### config.mk
export PLATFORM = sky130hd
export DESIGN_NAME = decimal_micron_to_dbu
export DESIGN_NICKNAME = d
export VERILOG_FILES = /design/src/rtl/core/dmd_pkg.sv /design/src/rtl/core/decimal_micron_to_dbu.sv
export VERILOG_INCLUDE_DIRS = /design/src /design/src/rtl/core
export SDC_FILE = /design/constraint.sdc
export NUM_CORES = 2
export LEC_CHECK = 0
export BUFFER_PORTS_ARGS = -buffer_cell sky130_fd_sc_hd__buf_2
export CAP_MARGIN = 25
export CORE_UTILIZATION = 35
export DETAILED_ROUTE_END_ITERATION = 6
export GPL_TIMING_DRIVEN = 0
export SLEW_MARGIN = 20
export SYNTH_ARGS = -nofsm -noshare
export SYNTH_HDL_FRONTEND = slang
export SYNTH_SLANG_ARGS = --single-unit
### constraint.sdc
create_clock -name clk -period 11 [get_ports clk]
set_input_delay 2.2 -clock clk [delete_from_list [all_inputs] [get_ports clk]]
set_output_delay 2.2 -clock clk [all_outputs]
set_load 0.01 [all_outputs]
### src/rtl/core/decimal_micron_to_dbu_defines.svh
// Assertion macros for the decimal micron to database unit converter.
`ifndef DECIMAL_MICRON_TO_DBU_DEFINES_SVH
`define DECIMAL_MICRON_TO_DBU_DEFINES_SVH
`ifndef SYNTH
// Checks that a condition implies another in the same cycle.
`define DMD_CHK_NOW(lbl, pre, post) \
  lbl: assert property (@(posedge clk) disable iff (!rst_n) (pre) |-> (post)) \
    else $error("%m: same-cycle check failed");
// Checks that a condition implies another in the next cycle.
`define DMD_CHK_NEXT(lbl, pre, post) \
  lbl: assert property (@(posedge clk) disable iff (!rst_n) (pre) |=> (post)) \
    else $error("%m: next-cycle check failed");
`else
`define DMD_CHK_NOW(lbl, pre, post)
`define DMD_CHK_NEXT(lbl, pre, post)
`endif
`endif

### src/rtl/core/dmd_pkg.sv
// Package with constants, types and the power-of-ten table of the converter.
package dmd_pkg;

  localparam int UPM_W = 20;
  localparam logic [UPM_W-1:0] UPM_RESET = 20'd1000;
  localparam int DEF_MAX_FRAC_DIGITS = 7;

  localparam logic [7:0] CH_PLUS  = 8'h2B;
  localparam logic [7:0] CH_MINUS = 8'h2D;
  localparam logic [7:0] CH_POINT = 8'h2E;
  localparam logic [7:0] CH_ZERO  = 8'h30;
  localparam logic [7:0] CH_NINE  = 8'h39;

  // Position inside the current token.
  typedef enum logic [1:0] {
    PH_START  = 2'd0,
    PH_INT    = 2'd1,
    PH_FRAC   = 2'd2,
    PH_IGNORE = 2'd3
  } phase_t;

  // Sequencer states, one-hot.
  typedef enum logic [4:0] {
    ST_IDLE     = 5'b00001,
    ST_MUL_INT  = 5'b00010,
    ST_MUL_FRAC = 5'b00100,
    ST_DIV      = 5'b01000,
    ST_FINISH   = 5'b10000
  } state_t;

  // Ten raised to a digit count.
  function automatic logic [63:0] pow10(input logic [3:0] n);
    logic [63:0] v;
    case (n)
      4'd0: v = 64'd1;
      4'd1: v = 64'd10;
      4'd2: v = 64'd100;
      4'd3: v = 64'd1000;
      4'd4: v = 64'd10000;
      4'd5: v = 64'd100000;
      4'd6: v = 64'd1000000;
      4'd7: v = 64'd10000000;
      4'd8: v = 64'd100000000;
      default: v = 64'd1000000000;
    endcase
    return v;
  endfunction

endpackage

### src/rtl/core/decimal_micron_to_dbu.sv
// Decimal micron token to database unit converter with rounding and saturation.
//
// Characters of one decimal token enter on the in_ channel, one per beat, the
// final one flagged by in_last_char. A beat without the flag is absorbed and
// the block stays ready. The final beat starts the sequencer: the shared
// multiplier scales the integer part and then the fraction part, then a
// restoring divider removes the fraction scale one quotient bit per cycle,
// and a final step adds, signs and saturates. The divider is skipped when the
// token has no fraction digits. in_ready stays low until the result is loaded
// into the output register.
// A result waits in the output register while out_ready is low. A finished
// token holds its final step until the register is free, and in_ready stays
// low meanwhile. The cfg_ port writes units per micron at once.
// Reset clears the token state, sets units per micron to 1000 and drops
// out_valid.
module decimal_micron_to_dbu
  import dmd_pkg::*;
#(
  parameter int MAX_FRAC_DIGITS = DEF_MAX_FRAC_DIGITS
) (
  input  logic               clk,
  input  logic               rst_n,
  input  logic               cfg_wr_en,
  input  logic [UPM_W-1:0]   cfg_wr_data,
  input  logic               in_valid,
  output logic               in_ready,
  input  logic [7:0]         in_char_code,
  input  logic               in_last_char,
  output logic               out_valid,
  input  logic               out_ready,
  output logic signed [31:0] out_dbu_value
);

  `include "decimal_micron_to_dbu_defines.svh"

  localparam int FRAC_W = $clog2(10**MAX_FRAC_DIGITS);
  localparam int FD_W   = $clog2(MAX_FRAC_DIGITS + 1);
  localparam int SC_W   = FRAC_W + 1;
  localparam int DIV_W  = FRAC_W + UPM_W + 1;
  localparam int CNT_W  = $clog2(DIV_W);
  localparam int PROD_W = 32 + UPM_W;
  localparam int MAG_W  = PROD_W + 1;
  localparam int QK_W   = UPM_W + 1;

  logic [UPM_W-1:0]  upm_r;
  state_t            state_r, state_nxt;
  phase_t            phase_r;
  logic              neg_r;
  logic [31:0]       int_r;
  logic [FRAC_W-1:0] frac_r;
  logic [FD_W-1:0]   fdig_r;
  logic [PROD_W-1:0] mag_r;
  logic [SC_W-1:0]   rem_r;
  logic [DIV_W-1:0]  quo_r;
  logic [CNT_W-1:0]  cnt_r;
  logic              out_valid_r;
  logic [31:0]       out_data_r;

  // Character classification and accumulator updates.
  logic              chr_digit;
  logic [3:0]        dval;
  logic [35:0]       int_ext;
  logic [FRAC_W+3:0] frac_ext;
  logic              take;

  assign chr_digit = (in_char_code >= CH_ZERO) && (in_char_code <= CH_NINE);
  assign dval     = chr_digit ? 4'(in_char_code - CH_ZERO) : 4'd0;
  assign int_ext  = ({4'd0, int_r} << 3) + ({4'd0, int_r} << 1) + 36'(dval);
  assign frac_ext = ({4'd0, frac_r} << 3) + ({4'd0, frac_r} << 1) + (FRAC_W+4)'(dval);
  assign take     = in_valid && in_ready;

  // Shared multiplier: integer part first, then fraction part.
  logic [31:0]       mul_a;
  logic [PROD_W-1:0] prod;
  assign mul_a = (state_r == ST_MUL_INT) ? int_r : 32'(frac_r);
  assign prod  = PROD_W'(mul_a) * PROD_W'(upm_r);

  // Divider step and scale.
  logic [SC_W-1:0] sc;
  logic [SC_W:0]   trial;
  logic            qbit;
  assign sc    = SC_W'(pow10(4'(fdig_r)));
  assign trial = {rem_r, quo_r[DIV_W-1]};
  assign qbit  = trial >= {1'b0, sc};

  // Final add, sign and saturation.
  logic [MAG_W-1:0] mag_sum;
  logic [31:0]      final_val;
  assign mag_sum = {1'b0, mag_r} + MAG_W'(quo_r[QK_W-1:0]);
  always_comb begin
    if (neg_r) begin
      if (mag_sum >= MAG_W'(33'h80000000)) begin
        final_val = 32'h80000000;
      end else begin
        final_val = 32'd0 - mag_sum[31:0];
      end
    end else begin
      if (mag_sum > MAG_W'(32'h7FFFFFFF)) begin
        final_val = 32'h7FFFFFFF;
      end else begin
        final_val = mag_sum[31:0];
      end
    end
  end

  logic out_free;
  assign out_free  = !out_valid_r || out_ready;
  assign in_ready  = (state_r == ST_IDLE);
  assign out_valid = out_valid_r;
  assign out_dbu_value = out_data_r;

  // Sequencer next state.
  always_comb begin
    state_nxt = state_r;
    case (state_r)
      ST_IDLE: begin
        if (take && in_last_char) state_nxt = ST_MUL_INT;
      end
      ST_MUL_INT: begin
        state_nxt = ST_MUL_FRAC;
      end
      ST_MUL_FRAC: begin
        state_nxt = (fdig_r == '0) ? ST_FINISH : ST_DIV;
      end
      ST_DIV: begin
        if (cnt_r == '0) state_nxt = ST_FINISH;
      end
      ST_FINISH: begin
        if (out_free) state_nxt = ST_IDLE;
      end
      default: state_nxt = ST_IDLE;
    endcase
  end

  // Configuration register and sequencer state.
  always_ff @(posedge clk) begin
    if (!rst_n) begin
      upm_r   <= UPM_RESET;
      state_r <= ST_IDLE;
    end else begin
      if (cfg_wr_en) upm_r <= cfg_wr_data;
      state_r <= state_nxt;
    end
  end

  // Token state: updated per character, cleared once the result is loaded.
  always_ff @(posedge clk) begin
    if (!rst_n) begin
      phase_r <= PH_START;
      neg_r   <= 1'b0;
      int_r   <= '0;
      frac_r  <= '0;
      fdig_r  <= '0;
    end else if (state_r == ST_FINISH && out_free) begin
      phase_r <= PH_START;
      neg_r   <= 1'b0;
      int_r   <= '0;
      frac_r  <= '0;
      fdig_r  <= '0;
    end else if (take) begin
      case (phase_r)
        PH_START, PH_INT: begin
          if (phase_r == PH_START &&
              (in_char_code == CH_MINUS || in_char_code == CH_PLUS)) begin
            neg_r   <= (in_char_code == CH_MINUS);
            phase_r <= PH_INT;
          end else if (chr_digit) begin
            int_r   <= (int_ext[35:32] != 4'd0) ? 32'hFFFFFFFF : int_ext[31:0];
            phase_r <= PH_INT;
          end else if (in_char_code == CH_POINT) begin
            phase_r <= PH_FRAC;
          end else begin
            phase_r <= PH_IGNORE;
          end
        end
        PH_FRAC: begin
          if (chr_digit && fdig_r < FD_W'(MAX_FRAC_DIGITS)) begin
            frac_r <= frac_ext[FRAC_W-1:0];
            fdig_r <= fdig_r + FD_W'(1);
            if (fdig_r + FD_W'(1) >= FD_W'(MAX_FRAC_DIGITS)) phase_r <= PH_IGNORE;
          end else begin
            phase_r <= PH_IGNORE;
          end
        end
        default: phase_r <= phase_r;
      endcase
    end
  end

  // Datapath: products, divider shift register and step count.
  always_ff @(posedge clk) begin
    case (state_r)
      ST_MUL_INT: begin
        mag_r <= prod;
      end
      ST_MUL_FRAC: begin
        rem_r <= '0;
        cnt_r <= CNT_W'(DIV_W - 1);
        if (fdig_r == '0) begin
          quo_r <= '0;
        end else begin
          quo_r <= DIV_W'(prod[FRAC_W+UPM_W-1:0]) + DIV_W'(sc >> 1);
        end
      end
      ST_DIV: begin
        rem_r <= qbit ? SC_W'(trial - {1'b0, sc}) : trial[SC_W-1:0];
        quo_r <= {quo_r[DIV_W-2:0], qbit};
        cnt_r <= cnt_r - CNT_W'(1);
      end
      default: begin
        mag_r <= mag_r;
      end
    endcase
  end

  // Output register.
  always_ff @(posedge clk) begin
    if (!rst_n) begin
      out_valid_r <= 1'b0;
    end else if (state_r == ST_FINISH && out_free) begin
      out_valid_r <= 1'b1;
    end else if (out_ready) begin
      out_valid_r <= 1'b0;
    end
  end

  always_ff @(posedge clk) begin
    if (state_r == ST_FINISH && out_free) out_data_r <= final_val;
  end

  `DMD_CHK_NEXT(a_last_starts_mul, take && in_last_char, state_r == ST_MUL_INT)
  `DMD_CHK_NOW(a_rem_below_scale, state_r == ST_DIV, rem_r < sc)
  `DMD_CHK_NEXT(a_finish_loads_out, state_r == ST_FINISH && out_free, out_valid_r)

endmodule
==> metrics <==
CP Launch Type=flop; Setup Skew=0.0442 ns; Max H-tree Level=1; GRT busiest layer=met2; Synth cell types=95; WL final=117000 um; clock sinks=264; CTS max path bufs=3; R2R setup slack=0.44 ns; Slowest-stage cell, CP=fa_1; Std-Cell Rows=122; fmax=94.7 MHz; final hold slack=0.478 ns; Setup WS pre-CTS=-0.738 ns; CP Data Arrival Time=10.97 ns; flops & latches, synth=264; Util after Layout=38.6%; final count of hold timing violations=0; crit-path max FO=14; via count=31700; Largest stage delay, worst path=0.59 ns; register area share after synthesis=17.5%; # DRC=0; final period demand of the worst path=10.56 ns; VDD IR max=0.104 mV; dpl cell area=41800 um2; GRT Overall Usage=20.9%; Area Growth Syn to Fin=8.73%; Core Area=111000 um2; number of iterations in the first detailed-routing pass=5; Max Cap Violations=0; min-delay worst type=reg2reg; RSZ-0062 raised after global routing=true; antenna violations before repair=2; Final GP Congestion=0.936; share of cells above drive strength 1=4.75%; Nets=5480; cell mode on critical path=fa_1; post-CTS setup buffers=0; PortBufs=65; Setup WS post-layout=0.441 ns; Num CTS Buffers=31; PD cells=56.8 nW/um2; first-pass GRT wire length=185000 um; diodes inserted=0; Post-Syn Nets=5379; DR vias/cell=5.22; grt ovf=0; vias in the first global route=32100; met3 Use GR=4.80%; Wirelength per Cell=19.3 um; CTS tree=done; largest net degree at the start of global routing=55; Die Area=114000 um2; die width=338 um; Lkg Pwr=20.5 nW; Synth Warn #=0; Skew-Pair Late Insertion Delay=0.64 ns; Final Max Tran Viols=0; Worst-path clk slew=0.06 ns; HPWL after DPL=95100 um; most common cell after layout, fill and taps aside=inv_1; Post-Syn Instances=4461; Tcrit/Tclk final=96.0%; initial drt markers=2091; CTS Root Cell=clkbuf_16; post-synthesis cell area=39400 um2; predominant post-synthesis flop cell=edfxtp_1; FFs w/ async S/R, synth=0%; Starting Density=35.5%; Global Route met2 Usage=32.1%; CP endpoint kind=flop; Post-synth EDFFs=160; # fillers=11400; met1 GRT Util=28.8%; Post-DRT Antenna Nets=0; relative slew slack=30.2%; commonest non-fill, non-tap cells in the layout=inv_1, nand2_1, fa_1; Least-Margin Pin Slew=1.04 ns; crit path kind=reg2reg; Avg Cell Area, Syn=8.84 um2; setup violators final=0; Required @ worst endpoint=11.41 ns; Post-Layout Inst Area=42900 um2; outcome=complete, no violations; io pins=68; Die Span Y=338 um
[metal layers]
metal	vias to the layer above	part of all wire, %
met2	1051	43
met1	15600	45
met4	4	3.8
met5	-	0.018
met3	206	8.3
li1	14800	-
[cell type report]
type / count / area [um2] / share of cell area, %
Buffer: 213 / 843 / 1.97
Clock buffer: 37 / 818 / 1.91
Clock inverter: 21 / 275 / 0.642
Inverter: 656 / 2460 / 5.74
Multi-Input combinational cell: 3326 / 29300 / 68.4
Sequential cell: 264 / 6890 / 16.1
Tap cell: 1488 / 1860 / 4.34
Timing Repair Buffer: 70 / 413 / 0.963
[flip-flops by register name, indices dropped and copies added (netlist names), 2 cells and up]
name,flops
mag_r,52
quo_r,45
int_r,32
out_dbu_value,32
rem_r,25
frac_r,24
upm_r,20
sc,16
cnt_r,6
state_r,5
fdig_r,3
phase_r,2
[cells by family after synthesis]
kind of cell,Yosys count,share of synthesized area [%]
buf+inv,871,8.37
xor+xnor,182,4.06
compound gates,745,12.1
flops,264,17.5
mux,54,1.45
simple gates,1461,18.1
fa+ha+maj,884,38.4
[per-stage QoR]
step	power [W]	instances	setup TNS [ns]
3_5_place_dp	0.00133	6019	-7.54
4_1_cts	0.00246	6076	0
3_3_place_gp	0.00133	6014	-42.83
5_1_grt	0.00252	6075	-0.0250
6_report	0.00244	6075	0
2_1_floorplan	0.00123	4461	0
[what timing repair did]
item / CTS / global route
cloned: 0 / 0
gates resized for setup: 3 / 15
setup endpoints to repair: 23 / 19
hold buffers: 0 / 0
[where the power goes]
part / internal, W / switching (W) / total, W / leakage, nW
combinational: 0.0000661 / 0.000163 / 0.000229 / 17.7
clock: 0.000654 / 0.000470 / 0.00112 / 0.521
sequential: 0.00106 / 0.0000276 / 0.00108 / 2.30
[worst paths after layout]
kind                           startpoint                 endpoint  depth (start not counted)
hold / removal    frac_r[21]$_SDFFE_PP0P_  frac_r[21]$_SDFFE_PP0P_                          2
setup reg to reg  state_r[2]$_SDFFE_PN0P_      quo_r[44]$_DFFE_PP_                         34
setup / recovery  state_r[2]$_SDFFE_PN0P_      quo_r[44]$_DFFE_PP_                         34
hold reg to reg   frac_r[21]$_SDFFE_PP0P_  frac_r[21]$_SDFFE_PP0P_                          2
[cells in the mapped netlist, types with 29 or more instances]
library cell  instances  area share [%]
edfxtp_1            160              12
a21o_1               92             1.8
clkbuf_1            200             1.9
and2_1              242             3.8
xnor2_1             106             2.4
fa_1                543              28
a31oi_1              30            0.48
nor2b_1              41            0.65
nor2_1              174             1.7
nand3_1              71            0.90
nand4_1              39            0.62
and3_1               82             1.3
nand2_1             614             5.8
mux2i_1              29            0.74
dfxtp_1             104             5.3
inv_1               654             6.2
xor2_1               75             1.7
nor3_1               52            0.66
a21oi_1             227             2.9
nand2b_1             38            0.60
ha_1                341              11
o21ai_0             165             2.1
o21bai_1             29            0.55
[worst max-delay path: cells and delay by family (launching register included)]
family,cells,cell delay [ns]
compound gates,6,1.58
simple gates,10,2.18
fa+ha+maj,9,4.38
xor+xnor,1,0.19
mux,1,0.40
buf+inv,7,1.21
flops,1,0.33
Power figures use the tool's default switching activity.
